File: src/rtl/fsps_pkg.sv
// ----------------------------------------------------------------------------
// Fan speed profile sweep - package
// Shared types, codes and constants.
// ----------------------------------------------------------------------------
package fsps_pkg;

  localparam int unsigned SETTING_STEPS_DEF = 30;
  localparam int unsigned PADDR_W = 5;

  localparam logic [15:0] TOP_MIN_RST  = 16'd3000;
  localparam logic [15:0] TOP_MAX_RST  = 16'd20000;
  localparam logic [15:0] STEP_MIN_RST = 16'd2000;
  localparam logic [15:0] STEP_MAX_RST = 16'd10000;
  localparam logic [15:0] READ_IVL_RST = 16'd500;
  localparam logic [9:0]  FLOOR_RST    = 10'd10;

  // floor(x / 100) for 16-bit x: (x * RECIP_K) >> RECIP_SHIFT
  localparam logic [17:0] RECIP_K     = 18'd167773;
  localparam int unsigned RECIP_SHIFT = 24;

  localparam logic [15:0] ELAPSED_SAT = 16'hFFFF;

  typedef enum logic [1:0] {
    ACT_TICK   = 2'd0,
    ACT_START  = 2'd1,
    ACT_CANCEL = 2'd2
  } action_e;

  localparam logic [2:0] ST_NONE        = 3'd0;
  localparam logic [2:0] ST_CANCELLED   = 3'd1;
  localparam logic [2:0] ST_NO_RPM      = 3'd2;
  localparam logic [2:0] ST_STALL       = 3'd3;
  localparam logic [2:0] ST_NEVER_STOPS = 3'd4;

  localparam logic [2:0] REG_TOP_MIN  = 3'd0;
  localparam logic [2:0] REG_TOP_MAX  = 3'd1;
  localparam logic [2:0] REG_STEP_MIN = 3'd2;
  localparam logic [2:0] REG_STEP_MAX = 3'd3;
  localparam logic [2:0] REG_READ_IVL = 3'd4;
  localparam logic [2:0] REG_FLOOR    = 3'd5;

  typedef struct packed {
    logic [15:0] top_min;
    logic [15:0] top_max;
    logic [15:0] step_min;
    logic [15:0] step_max;
    logic [15:0] read_interval;
    logic [9:0]  steady_floor;
  } cfg_t;

  typedef struct packed {
    logic [4:0]  fan_setting;
    logic        setting_changed;
    logic        running;
    logic        record_valid;
    logic [4:0]  record_setting;
    logic [15:0] record_rpm;
    logic [2:0]  finish_status;
    logic [4:0]  stall_setting;
    logic [15:0] top_speed_rpm;
    logic [15:0] slowest_rpm;
    logic [6:0]  progress_percent;
  } rsp_t;

endpackage

File: src/rtl/fsps_if.sv
// ----------------------------------------------------------------------------
// Fan speed profile sweep - channel interfaces
// Request channel (actions and tach) and result channel.
// ----------------------------------------------------------------------------
interface fsps_in_if;
  logic        valid;
  logic        ready;
  logic [1:0]  action;
  logic [15:0] tach_rpm;

  modport source (output valid, action, tach_rpm, input ready);
  modport sink   (input valid, action, tach_rpm, output ready);
endinterface

interface fsps_out_if;
  logic        valid;
  logic        ready;
  logic [4:0]  fan_setting;
  logic        setting_changed;
  logic        running;
  logic        record_valid;
  logic [4:0]  record_setting;
  logic [15:0] record_rpm;
  logic [2:0]  finish_status;
  logic [4:0]  stall_setting;
  logic [15:0] top_speed_rpm;
  logic [15:0] slowest_rpm;
  logic [6:0]  progress_percent;

  modport source (
    output valid, fan_setting, setting_changed, running, record_valid, record_setting,
           record_rpm, finish_status, stall_setting, top_speed_rpm, slowest_rpm,
           progress_percent,
    input  ready
  );
  modport sink (
    input  valid, fan_setting, setting_changed, running, record_valid, record_setting,
           record_rpm, finish_status, stall_setting, top_speed_rpm, slowest_rpm,
           progress_percent,
    output ready
  );
endinterface

File: src/rtl/fsps_core.sv
// ----------------------------------------------------------------------------
// Fan speed profile sweep - sequencer core
// Sweep state registers and the per-transaction next-state logic.
// ----------------------------------------------------------------------------
module fsps_core #(
  parameter int unsigned SettingSteps = fsps_pkg::SETTING_STEPS_DEF
) (
  input  logic           clk_i,
  input  logic           rst_ni,
  input  fsps_pkg::cfg_t cfg_i,
  input  logic           accept_i,
  input  logic [1:0]     action_i,
  input  logic [15:0]    tach_rpm_i,
  output fsps_pkg::rsp_t rsp_o
);
  import fsps_pkg::*;

  localparam int unsigned LvlW     = $clog2(SettingSteps + 1);
  localparam int unsigned LutDepth = 2 ** LvlW;
  localparam logic [LvlW-1:0] TopLvl = LvlW'(SettingSteps);

  logic [6:0] pct_lut [LutDepth];

  for (genvar gi = 0; gi < LutDepth; gi++) begin : g_pct
    localparam int unsigned PctVal =
      (gi <= SettingSteps) ? (SettingSteps - gi) * 100 / (SettingSteps + 1) : 0;
    assign pct_lut[gi] = 7'(PctVal);
  end

  logic            active_q, active_d;
  logic [LvlW-1:0] lvl_q, lvl_d;
  logic            pv_q, pv_d;
  logic [15:0]     prior_q, prior_d;
  logic [15:0]     elapsed_q, elapsed_d;
  logic [16:0]     next_at_q, next_at_d;
  logic [15:0]     full_q, full_d;
  logic [15:0]     lowest_q, lowest_d;

  logic [15:0] el_inc;
  logic        due;
  logic [33:0] prod;
  logic [9:0]  quo;
  logic [9:0]  limit;
  logic [15:0] diff;
  logic        steady;
  logic        at_top;
  logic [15:0] max_ms;
  logic [16:0] sum;
  logic [15:0] rpm;

  assign el_inc = (elapsed_q == ELAPSED_SAT) ? elapsed_q : elapsed_q + 16'd1;
  assign due    = ({1'b0, el_inc} >= next_at_q) || (el_inc == ELAPSED_SAT);
  assign prod   = 34'(prior_q) * 34'(RECIP_K);
  assign quo    = prod[RECIP_SHIFT +: 10];
  assign limit  = (quo < cfg_i.steady_floor) ? cfg_i.steady_floor : quo;
  assign diff   = (tach_rpm_i >= prior_q) ? tach_rpm_i - prior_q : prior_q - tach_rpm_i;
  assign steady = pv_q && (diff <= {6'd0, limit});
  assign at_top = (lvl_q == TopLvl);
  assign max_ms = at_top ? cfg_i.top_max : cfg_i.step_max;
  assign sum    = {1'b0, tach_rpm_i} + {1'b0, prior_q};
  assign rpm    = pv_q ? sum[16:1] : tach_rpm_i;

  always_comb begin
    active_d  = active_q;
    lvl_d     = lvl_q;
    pv_d      = pv_q;
    prior_d   = prior_q;
    elapsed_d = elapsed_q;
    next_at_d = next_at_q;
    full_d    = full_q;
    lowest_d  = lowest_q;
    rsp_o     = '0;
    rsp_o.finish_status = ST_NONE;

    if (accept_i) begin
      case (action_i)
        ACT_START: begin
          if (!active_q) begin
            active_d  = 1'b1;
            full_d    = '0;
            lowest_d  = '0;
            lvl_d     = TopLvl;
            pv_d      = 1'b0;
            prior_d   = '0;
            elapsed_d = '0;
            next_at_d = {1'b0, cfg_i.top_min};
            rsp_o.setting_changed = 1'b1;
          end
        end
        ACT_CANCEL: begin
          if (active_q) begin
            active_d = 1'b0;
            rsp_o.finish_status = ST_CANCELLED;
          end
        end
        ACT_TICK: begin
          if (active_q) begin
            elapsed_d = el_inc;
            if (due) begin
              if (!steady && (el_inc < max_ms)) begin
                prior_d   = tach_rpm_i;
                pv_d      = 1'b1;
                next_at_d = {1'b0, el_inc} + {1'b0, cfg_i.read_interval};
              end else begin
                rsp_o.record_valid   = 1'b1;
                rsp_o.record_setting = 5'(lvl_q);
                rsp_o.record_rpm     = rpm;
                pv_d    = 1'b0;
                prior_d = '0;
                if (at_top) begin
                  full_d = rpm;
                end
                if (rpm != '0) begin
                  lowest_d = rpm;
                end
                if (at_top && (rpm == '0)) begin
                  active_d = 1'b0;
                  rsp_o.finish_status = ST_NO_RPM;
                end else if ((rpm == '0) || (lvl_q == '0)) begin
                  active_d = 1'b0;
                  if (rpm == '0) begin
                    rsp_o.stall_setting = 5'(lvl_q + LvlW'(1));
                    rsp_o.finish_status = ST_STALL;
                  end else begin
                    rsp_o.finish_status = ST_NEVER_STOPS;
                  end
                end else begin
                  lvl_d     = lvl_q - LvlW'(1);
                  elapsed_d = '0;
                  next_at_d = {1'b0, cfg_i.step_min};
                  rsp_o.setting_changed = 1'b1;
                end
              end
            end
          end
        end
        default: ;
      endcase
    end

    rsp_o.fan_setting      = active_d ? 5'(lvl_d) : 5'd0;
    rsp_o.running          = active_d;
    rsp_o.top_speed_rpm    = full_d;
    rsp_o.slowest_rpm      = lowest_d;
    rsp_o.progress_percent = active_d ? pct_lut[lvl_d] : 7'd0;
  end

  always_ff @(posedge clk_i or negedge rst_ni) begin
    if (!rst_ni) begin
      active_q  <= 1'b0;
      lvl_q     <= '0;
      pv_q      <= 1'b0;
      prior_q   <= '0;
      elapsed_q <= '0;
      next_at_q <= '0;
      full_q    <= '0;
      lowest_q  <= '0;
    end else begin
      active_q  <= active_d;
      lvl_q     <= lvl_d;
      pv_q      <= pv_d;
      prior_q   <= prior_d;
      elapsed_q <= elapsed_d;
      next_at_q <= next_at_d;
      full_q    <= full_d;
      lowest_q  <= lowest_d;
    end
  end

endmodule

File: src/rtl/fsps_obuf.sv
// ----------------------------------------------------------------------------
// Fan speed profile sweep - result buffer
// Output register plus skid entry; decouples the result stall from intake.
// ----------------------------------------------------------------------------
module fsps_obuf (
  input  logic           clk_i,
  input  logic           rst_ni,
  input  logic           push_i,
  input  fsps_pkg::rsp_t push_data_i,
  output logic           push_ready_o,
  output logic           pop_valid_o,
  input  logic           pop_ready_i,
  output fsps_pkg::rsp_t pop_data_o
);
  import fsps_pkg::*;

  logic main_vld_q, main_vld_d;
  logic skid_vld_q, skid_vld_d;
  rsp_t main_q, main_d;
  rsp_t skid_q, skid_d;
  logic take;

  assign take         = main_vld_q && pop_ready_i;
  assign push_ready_o = !skid_vld_q;
  assign pop_valid_o  = main_vld_q;
  assign pop_data_o   = main_q;

  always_comb begin
    main_vld_d = main_vld_q;
    skid_vld_d = skid_vld_q;
    main_d     = main_q;
    skid_d     = skid_q;
    if (!main_vld_q || take) begin
      if (skid_vld_q) begin
        main_d     = skid_q;
        main_vld_d = 1'b1;
        skid_vld_d = 1'b0;
      end else begin
        main_d     = push_data_i;
        main_vld_d = push_i;
      end
    end else if (push_i) begin
      skid_d     = push_data_i;
      skid_vld_d = 1'b1;
    end
  end

  always_ff @(posedge clk_i or negedge rst_ni) begin
    if (!rst_ni) begin
      main_vld_q <= 1'b0;
      skid_vld_q <= 1'b0;
    end else begin
      main_vld_q <= main_vld_d;
      skid_vld_q <= skid_vld_d;
    end
  end

  always_ff @(posedge clk_i) begin
    main_q <= main_d;
    skid_q <= skid_d;
  end

endmodule

File: src/rtl/fan_speed_profile_sweep.sv
// ----------------------------------------------------------------------------
// Fan speed profile sweep - top level
// Sweeps a fan from full drive down to stall or setting zero, recording speeds.
// ----------------------------------------------------------------------------
// Channels: req_i takes one action per transaction (tick carrying the tach
// reading, start, cancel); rsp_o returns exactly one result per request, in
// order. The user must write configuration over the APB-style port only while
// idle; the block does not enforce it. pready is tied high and reads return
// the stored register value. Result path: a result is registered and is on
// rsp_o in the cycle after its request if no earlier result waits, else once
// the earlier one is taken. Throughput: one request per cycle while req_i is
// ready; all next-state work is one pass through the core logic between the
// sweep state registers and the result register. Stall: a two-entry result
// buffer keeps req_i ready while one result waits; ready drops only when both
// entries are full. Reset: sweep idle, all speeds zero, timing registers at
// their defaults, result buffer empty.
// ----------------------------------------------------------------------------
module fan_speed_profile_sweep #(
  parameter int unsigned SettingSteps = fsps_pkg::SETTING_STEPS_DEF
) (
  input  logic                         clk_i,
  input  logic                         rst_ni,
  input  logic                         psel,
  input  logic                         penable,
  input  logic                         pwrite,
  input  logic [fsps_pkg::PADDR_W-1:0] paddr,
  input  logic [31:0]                  pwdata,
  output logic [31:0]                  prdata,
  output logic                         pready,
  fsps_in_if.sink                      req_i,
  fsps_out_if.source                   rsp_o
);
  import fsps_pkg::*;

  cfg_t       cfg_q;
  logic       wr_en;
  logic [2:0] reg_idx;
  logic       req_ready;
  logic       accept;
  rsp_t       core_rsp;
  rsp_t       buf_rsp;

  assign pready  = 1'b1;
  assign wr_en   = psel && penable && pwrite;
  assign reg_idx = paddr[PADDR_W-1:2];

  always_ff @(posedge clk_i or negedge rst_ni) begin
    if (!rst_ni) begin
      cfg_q.top_min       <= TOP_MIN_RST;
      cfg_q.top_max       <= TOP_MAX_RST;
      cfg_q.step_min      <= STEP_MIN_RST;
      cfg_q.step_max      <= STEP_MAX_RST;
      cfg_q.read_interval <= READ_IVL_RST;
      cfg_q.steady_floor  <= FLOOR_RST;
    end else if (wr_en) begin
      case (reg_idx)
        REG_TOP_MIN:  cfg_q.top_min       <= pwdata[15:0];
        REG_TOP_MAX:  cfg_q.top_max       <= pwdata[15:0];
        REG_STEP_MIN: cfg_q.step_min      <= pwdata[15:0];
        REG_STEP_MAX: cfg_q.step_max      <= pwdata[15:0];
        REG_READ_IVL: cfg_q.read_interval <= pwdata[15:0];
        REG_FLOOR:    cfg_q.steady_floor  <= pwdata[9:0];
        default: ;
      endcase
    end
  end

  always_comb begin
    case (reg_idx)
      REG_TOP_MIN:  prdata = {16'd0, cfg_q.top_min};
      REG_TOP_MAX:  prdata = {16'd0, cfg_q.top_max};
      REG_STEP_MIN: prdata = {16'd0, cfg_q.step_min};
      REG_STEP_MAX: prdata = {16'd0, cfg_q.step_max};
      REG_READ_IVL: prdata = {16'd0, cfg_q.read_interval};
      REG_FLOOR:    prdata = {22'd0, cfg_q.steady_floor};
      default:      prdata = '0;
    endcase
  end

  assign req_i.ready = req_ready;
  assign accept      = req_i.valid && req_ready;

  fsps_core #(
    .SettingSteps(SettingSteps)
  ) u_core (
    .clk_i      (clk_i),
    .rst_ni     (rst_ni),
    .cfg_i      (cfg_q),
    .accept_i   (accept),
    .action_i   (req_i.action),
    .tach_rpm_i (req_i.tach_rpm),
    .rsp_o      (core_rsp)
  );

  fsps_obuf u_obuf (
    .clk_i        (clk_i),
    .rst_ni       (rst_ni),
    .push_i       (accept),
    .push_data_i  (core_rsp),
    .push_ready_o (req_ready),
    .pop_valid_o  (rsp_o.valid),
    .pop_ready_i  (rsp_o.ready),
    .pop_data_o   (buf_rsp)
  );

  assign rsp_o.fan_setting      = buf_rsp.fan_setting;
  assign rsp_o.setting_changed  = buf_rsp.setting_changed;
  assign rsp_o.running          = buf_rsp.running;
  assign rsp_o.record_valid     = buf_rsp.record_valid;
  assign rsp_o.record_setting   = buf_rsp.record_setting;
  assign rsp_o.record_rpm       = buf_rsp.record_rpm;
  assign rsp_o.finish_status    = buf_rsp.finish_status;
  assign rsp_o.stall_setting    = buf_rsp.stall_setting;
  assign rsp_o.top_speed_rpm    = buf_rsp.top_speed_rpm;
  assign rsp_o.slowest_rpm      = buf_rsp.slowest_rpm;
  assign rsp_o.progress_percent = buf_rsp.progress_percent;

endmodule

File: src/flat_wrapper.sv
// flat-port wrapper written by rule: the top's interface ports become plain ports
module fan_speed_profile_sweep_flat import fsps_pkg::*;
#(
  parameter int unsigned SettingSteps = fsps_pkg::SETTING_STEPS_DEF
)
  (clk_i, rst_ni, psel, penable, pwrite, paddr, pwdata, prdata, pready, req_i_valid, req_i_action, req_i_tach_rpm, req_i_ready, rsp_o_valid, rsp_o_fan_setting, rsp_o_setting_changed, rsp_o_running, rsp_o_record_valid, rsp_o_record_setting, rsp_o_record_rpm, rsp_o_finish_status, rsp_o_stall_setting, rsp_o_top_speed_rpm, rsp_o_slowest_rpm, rsp_o_progress_percent, rsp_o_ready);
  fsps_in_if req_i_i ();
  fsps_out_if rsp_o_i ();
  input  logic clk_i;
  input  logic rst_ni;
  input  logic psel;
  input  logic penable;
  input  logic pwrite;
  input  logic [fsps_pkg::PADDR_W-1:0] paddr;
  input  logic [31:0] pwdata;
  output logic [31:0] prdata;
  output logic pready;
  input wire logic [$bits(req_i_i.valid)-1:0] req_i_valid;
  input wire logic [$bits(req_i_i.action)-1:0] req_i_action;
  input wire logic [$bits(req_i_i.tach_rpm)-1:0] req_i_tach_rpm;
  output wire logic [$bits(req_i_i.ready)-1:0] req_i_ready;
  output wire logic [$bits(rsp_o_i.valid)-1:0] rsp_o_valid;
  output wire logic [$bits(rsp_o_i.fan_setting)-1:0] rsp_o_fan_setting;
  output wire logic [$bits(rsp_o_i.setting_changed)-1:0] rsp_o_setting_changed;
  output wire logic [$bits(rsp_o_i.running)-1:0] rsp_o_running;
  output wire logic [$bits(rsp_o_i.record_valid)-1:0] rsp_o_record_valid;
  output wire logic [$bits(rsp_o_i.record_setting)-1:0] rsp_o_record_setting;
  output wire logic [$bits(rsp_o_i.record_rpm)-1:0] rsp_o_record_rpm;
  output wire logic [$bits(rsp_o_i.finish_status)-1:0] rsp_o_finish_status;
  output wire logic [$bits(rsp_o_i.stall_setting)-1:0] rsp_o_stall_setting;
  output wire logic [$bits(rsp_o_i.top_speed_rpm)-1:0] rsp_o_top_speed_rpm;
  output wire logic [$bits(rsp_o_i.slowest_rpm)-1:0] rsp_o_slowest_rpm;
  output wire logic [$bits(rsp_o_i.progress_percent)-1:0] rsp_o_progress_percent;
  input wire logic [$bits(rsp_o_i.ready)-1:0] rsp_o_ready;
  assign req_i_i.valid = req_i_valid;
  assign req_i_i.action = req_i_action;
  assign req_i_i.tach_rpm = req_i_tach_rpm;
  assign req_i_ready = req_i_i.ready;
  assign rsp_o_valid = rsp_o_i.valid;
  assign rsp_o_fan_setting = rsp_o_i.fan_setting;
  assign rsp_o_setting_changed = rsp_o_i.setting_changed;
  assign rsp_o_running = rsp_o_i.running;
  assign rsp_o_record_valid = rsp_o_i.record_valid;
  assign rsp_o_record_setting = rsp_o_i.record_setting;
  assign rsp_o_record_rpm = rsp_o_i.record_rpm;
  assign rsp_o_finish_status = rsp_o_i.finish_status;
  assign rsp_o_stall_setting = rsp_o_i.stall_setting;
  assign rsp_o_top_speed_rpm = rsp_o_i.top_speed_rpm;
  assign rsp_o_slowest_rpm = rsp_o_i.slowest_rpm;
  assign rsp_o_progress_percent = rsp_o_i.progress_percent;
  assign rsp_o_i.ready = rsp_o_ready;
  fan_speed_profile_sweep #(.SettingSteps(SettingSteps)) u_core (.clk_i(clk_i), .rst_ni(rst_ni), .psel(psel), .penable(penable), .pwrite(pwrite), .paddr(paddr), .pwdata(pwdata), .prdata(prdata), .pready(pready), .req_i(req_i_i), .rsp_o(rsp_o_i));
endmodule
File: config.mk
export PLATFORM = sky130hd
export DESIGN_NAME = fan_speed_profile_sweep_flat
export DESIGN_NICKNAME = d
export VERILOG_FILES = /design/src/rtl/fsps_pkg.sv /design/src/rtl/fsps_if.sv /design/src/rtl/fsps_core.sv /design/src/rtl/fsps_obuf.sv /design/src/rtl/fan_speed_profile_sweep.sv /design/src/flat_wrapper.sv
export SDC_FILE = /design/constraint.sdc
export NUM_CORES = 1
export LEC_CHECK = 0
export ABC_AREA = 0
export BUFFER_PORTS_ARGS = -buffer_cell sky130_fd_sc_hd__buf_2
export CORE_MARGIN = 2
export CORE_UTILIZATION = 67
export DETAILED_ROUTE_END_ITERATION = 10
export PLACE_DENSITY = 0.94
export REMOVE_ABC_BUFFERS = 1
export SYNTH_ARGS = -nofsm -noshare
export SYNTH_HDL_FRONTEND = slang
export SYNTH_HIERARCHICAL = 1
export SYNTH_SLANG_ARGS = --single-unit
export TNS_END_PERCENT = 30
File: constraint.sdc
create_clock -name clk_i -period 20.8 [get_ports clk_i]
set_input_delay 4.16 -clock clk_i [delete_from_list [all_inputs] [get_ports clk_i]]
set_output_delay 4.16 -clock clk_i [all_outputs]
set_load 0.03 [all_outputs]
==> results.md <==
## Worst hold path
* hold crit path type: reg -> reg
* count of cells along the worst hold path: 2
* startpoint of the lowest-slack hold path: u_core/u_core/next_at_q[1]$_DFFE_PN0P_
* end of the worst hold path: u_core/u_core/next_at_q[1]$_DFFE_PN0P_

## Drt
* number of DRC markers in iteration 0: 1,791
* DRC violations left: 0
* Routed WL: 62,900 µm
* Detailed Routing Iterations Pass 1: 6
* antenna-violating nets left: 0
* vias per inst: 6.48
* routed wirelength normalized by instance count: 21.8 µm
* DR vias: 18,678

## Timing
* clock skew: 27.5 ps
* worst setup margin: 7690 ps
* final hold violation count: 0
* share of the clock period used by the worst path: 63.0%
* Worst Tran Pin Value: 1210 ps
* # setup viols final: 0
* final hold slack: 480 ps
* normalized max-slew margin: 19.2%
* unrepaired setup endpoints after global routing: false
* highest clock frequency the design can meet: 0.0763 GHz
* accumulated negative setup slack: 0 ps
* Period minus WS final: 13,110 ps
* fin. max-slew vios: 0

## Clock tree
* H-tree depth reported by CTS: 2
* worst-case clock buffer depth: 3
* number of gates given a new drive strength after cts: 0
* clock sink count: 332
* CTS tree: built
* root buffer selected by CTS: sky130_fd_sc_hd__clkbuf_16
* clock-pin transition on the worst setup and hold timing paths: 60 ps
* TritonCTS Buffers: 35
* clock network latency to the later pin of the worst-skew pair: 550 ps
* CTS Hold Buffers Added: 0
* setup bufs post-CTS: 0

## Synth
* synthesis-stage register bit count: 332
* sequential cell area fraction in the yosys report: 36.7%
* number of distinct library cell variants in the gate-level netlist after synthesis: 108
* post-synth design cell area: 24,800 µm²
* Yosys warning total: 6
* number of enable-type register cells in the synthesized netlist: 152
* Synth async-reset ratio: 54.2%
* most used flip-flop cell after synthesis: sky130_fd_sc_hd__edfxtp_1
* number of standard cells after synthesis: 2,287
* ranking of synthesized cells by area: sky130_fd_sc_hd__edfxtp_1 (18%), sky130_fd_sc_hd__dfrtp_1 (15%), sky130_fd_sc_hd__ha_1 (13%)
* mean instance size in the synthesized netlist: 10.9 µm²
* portion of synthesized cell area occupied by the leading cell type: 18.4%
* leading area contributor after synthesis: sky130_fd_sc_hd__edfxtp_1

## Die
* Core Area: 36,500 µm²
* area enclosed by the die boundary: 38,600 µm²
* Row Count: 70
* Initial Util: 68.0%
* Die X: 196 µm
* I/O Pins: 173
* die span in y: 196 µm

## Critical path
* reg-to-reg critical path startpoint: u_core/u_core/prior_q[5]$_DFFE_PN0P_
* data required time at the worst endpoint: 21,080 ps
* Worst EP arrival: 13,390 ps
* flop-to-flop setup slack: 7690 ps
* critical path fanouts, max: 20
* worst-path cell with the longest stage delay: sky130_fd_sc_hd__fa_1
* CP Capture Type: register
* Worst R2R End: u_core/u_obuf/pop_data_o[1]$_DFFE_PP_
* max incr delay on CP: 680 ps
* category of the critical setup timing path: reg -> reg
* Critical Path Start Type: register
* cell seen most often among critical-path stages: sky130_fd_sc_hd__fa_1
* number of cells traversed by the worst register-to-register path: 47

## Placement
* worst slack at placement: 7710 ps
* number of placed cells counting well taps: 2,814
* estimated wirelength of the detail-placed design: 44,900 µm
* final weighted congestion in routability-driven placement: 0.966
* PortBufs: 137

## GRT
* via count of the first global-routing pass: 19,080
* first-pass GRT wire length: 101,000 µm
* Global Route Usage Sum: 33.1%
* grt ovf: 0
* pin count of the biggest net entering global routing: 114
* number of antenna violations at the first check in global routing: 3

## Outcome
* run status: completed

## Power
* internal power consumption: 1.58 mW
* worst IR drop on VDD: 81.4 µV
* relative contribution of combinational cells to total power: 42.3%
* sequential cell fraction of total power: 33.7%
* total power per unit cell area: 97.2 nW/µm²
* share of power burned in the clock network: 24.0%
* leakage power summed over all cells: 13.1 nW
* switching part of the total: 39.2%
* switching power: 1.02 mW

## Final layout
* Layout Cells excl Fill: 2,881
* final core occ: 73.4%
* area added between synthesis and finish: 8.00%
* net total in the final layout: 2,809
* share of cells above drive strength 1: 20.1%

## Flow run
* max capacitance violation total: 0

-- cells by family after synthesis --
family          count (synthesis)  synth area share [%]
compound gates                447                  12.3
xor+xnor                       55                  1.97
fa+ha+maj                     364                  21.4
buf+inv                       372                  6.54
flops                         332                  36.7
mux                           254                  11.6
other cells                     2                0.0303
simple gates                  461                  9.41
-- cell usage in the layout (no fill, tap or decap), types with 12 or more instances in the layout --
cell type                   Yosys  routed
sky130_fd_sc_hd__ha_1         263     263
sky130_fd_sc_hd__inv_1        262     262
sky130_fd_sc_hd__mux2_2       172     172
sky130_fd_sc_hd__edfxtp_1     152     152
sky130_fd_sc_hd__dfrtp_1      149     148
sky130_fd_sc_hd__buf_2         25     136
sky130_fd_sc_hd__nor2_1       127     125
sky130_fd_sc_hd__nand2_1      116     116
sky130_fd_sc_hd__a21oi_1      116     115
sky130_fd_sc_hd__fa_1         101     101
sky130_fd_sc_hd__o21ai_0       86      86
sky130_fd_sc_hd__mux2i_1       59      59
sky130_fd_sc_hd__a21o_1        49      49
sky130_fd_sc_hd__nand3_1       42      42
sky130_fd_sc_hd__xnor2_1       38      38
sky130_fd_sc_hd__clkbuf_16      0      36
sky130_fd_sc_hd__dfstp_2       31      31
sky130_fd_sc_hd__a22o_1        30      30
sky130_fd_sc_hd__nand4_1       24      24
sky130_fd_sc_hd__nor2b_1       22      22
sky130_fd_sc_hd__nor3_1        21      21
sky130_fd_sc_hd__mux2_4        20      20
sky130_fd_sc_hd__conb_1         2      17
sky130_fd_sc_hd__o21a_1        16      16
sky130_fd_sc_hd__xor2_1        16      16
sky130_fd_sc_hd__and3_1        14      14
sky130_fd_sc_hd__nand2b_1      14      13
sky130_fd_sc_hd__a211oi_1      13      13
sky130_fd_sc_hd__a31oi_1       13      12
-- worst max-delay path by stage --
stage	depth (start not counted)	endpoint	slack [ps]	start
3_3_place_gp	45	u_core/u_obuf/pop_data_o[0]$_DFFE_PP_	8110	u_core/u_core/prior_q[5]$_DFFE_PN0P_
5_1_grt	44	u_core/u_obuf/pop_data_o[1]$_DFFE_PP_	6910	u_core/u_core/prior_q[1]$_DFFE_PN0P_
3_5_place_dp	44	u_core/u_obuf/pop_data_o[1]$_DFFE_PP_	7710	u_core/u_core/prior_q[5]$_DFFE_PN0P_
6_report	47	u_core/u_obuf/pop_data_o[1]$_DFFE_PP_	7690	u_core/u_core/prior_q[5]$_DFFE_PN0P_
4_1_cts	45	u_core/u_obuf/pop_data_o[1]$_DFFE_PP_	7570	u_core/u_core/prior_q[5]$_DFFE_PN0P_
2_1_floorplan	45	u_core/u_obuf/pop_data_o[0]$_DFFE_PP_	9550	u_core/u_core/prior_q[5]$_DFFE_PN0P_
-- area by class of cell --
cell class | instances | area, µm²
diodes | 3 | 7.51
repair buffers | 146 | 759
clock buffers | 52 | 1020
flip-flops and latches | 332 | 9110
inverters | 270 | 1020
multi-input cells | 1598 | 14200
fillers | 2350 | 9720
well taps | 468 | 586
clock inverters | 12 | 130
-- layer usage --
layer	GRT usage, %	wire [µm]	vias up
met5	0	13	-
met2	56.3	30600	994
met1	42.8	24700	9166
met4	12.4	2700	2
li1	-	-	8276
met3	5.48	4980	240
-- power by group through the flow --
| stage | clock network [mW] | logic, mW | registers, mW |
|---|---|---|---|
| CTS | 0.631 | 1.08 | 0.874 |
| global route | 0.653 | 1.22 | 0.886 |
| global placement | 0 | 1.00 | 0.876 |
| finish | 0.626 | 1.10 | 0.877 |
| floorplan | 0 | 0.731 | 0.914 |
| detailed placement | 0 | 1.06 | 0.884 |
-- state kept, by name, summed over array words and instances (netlist names), 5 cells and up --
name / count
u_core/u_obuf/pop_data_o: 76
u_core/u_core/elapsed_q: 16
u_core/u_core/full_q: 16
u_core/u_core/lowest_q: 16
u_core/u_obuf/skid_q: 76
u_core/cfg_q: 90
u_core/u_core/next_at_q: 17
u_core/u_core/prior_q: 16
u_core/u_core/lvl_q: 5
-- synthesized netlist by cell type (38+ instances only) --
master,instances
sky130_fd_sc_hd__mux2_2,172
sky130_fd_sc_hd__ha_1,263
sky130_fd_sc_hd__nor2_1,127
sky130_fd_sc_hd__a21oi_1,116
sky130_fd_sc_hd__nand3_1,42
sky130_fd_sc_hd__edfxtp_1,152
sky130_fd_sc_hd__a21o_1,49
sky130_fd_sc_hd__o21ai_0,86
sky130_fd_sc_hd__xnor2_1,38
sky130_fd_sc_hd__nand2_1,116
sky130_fd_sc_hd__fa_1,101
sky130_fd_sc_hd__dfrtp_1,149
sky130_fd_sc_hd__mux2i_1,59
sky130_fd_sc_hd__inv_1,262
-- worst max-delay path: cells and delay by family, from the launching register on --
family,cells,cell delay [ps]
AOI/OAI and AO/OA,18,4280
adders and majority gates,10,4500
buffers and inverters,5,480
DFF,1,600
muxes,4,1200
and+or+nand+nor,10,1780
-- metrics by stage --
stage	power [mW]	instance area (µm²)
6_report	2.60	26800
5_1_grt	2.76	26800
4_1_cts	2.59	26800
3_5_place_dp	1.95	25600
3_3_place_gp	1.88	25600
2_1_floorplan	1.65	24300
Power figures use the tool's default switching activity.
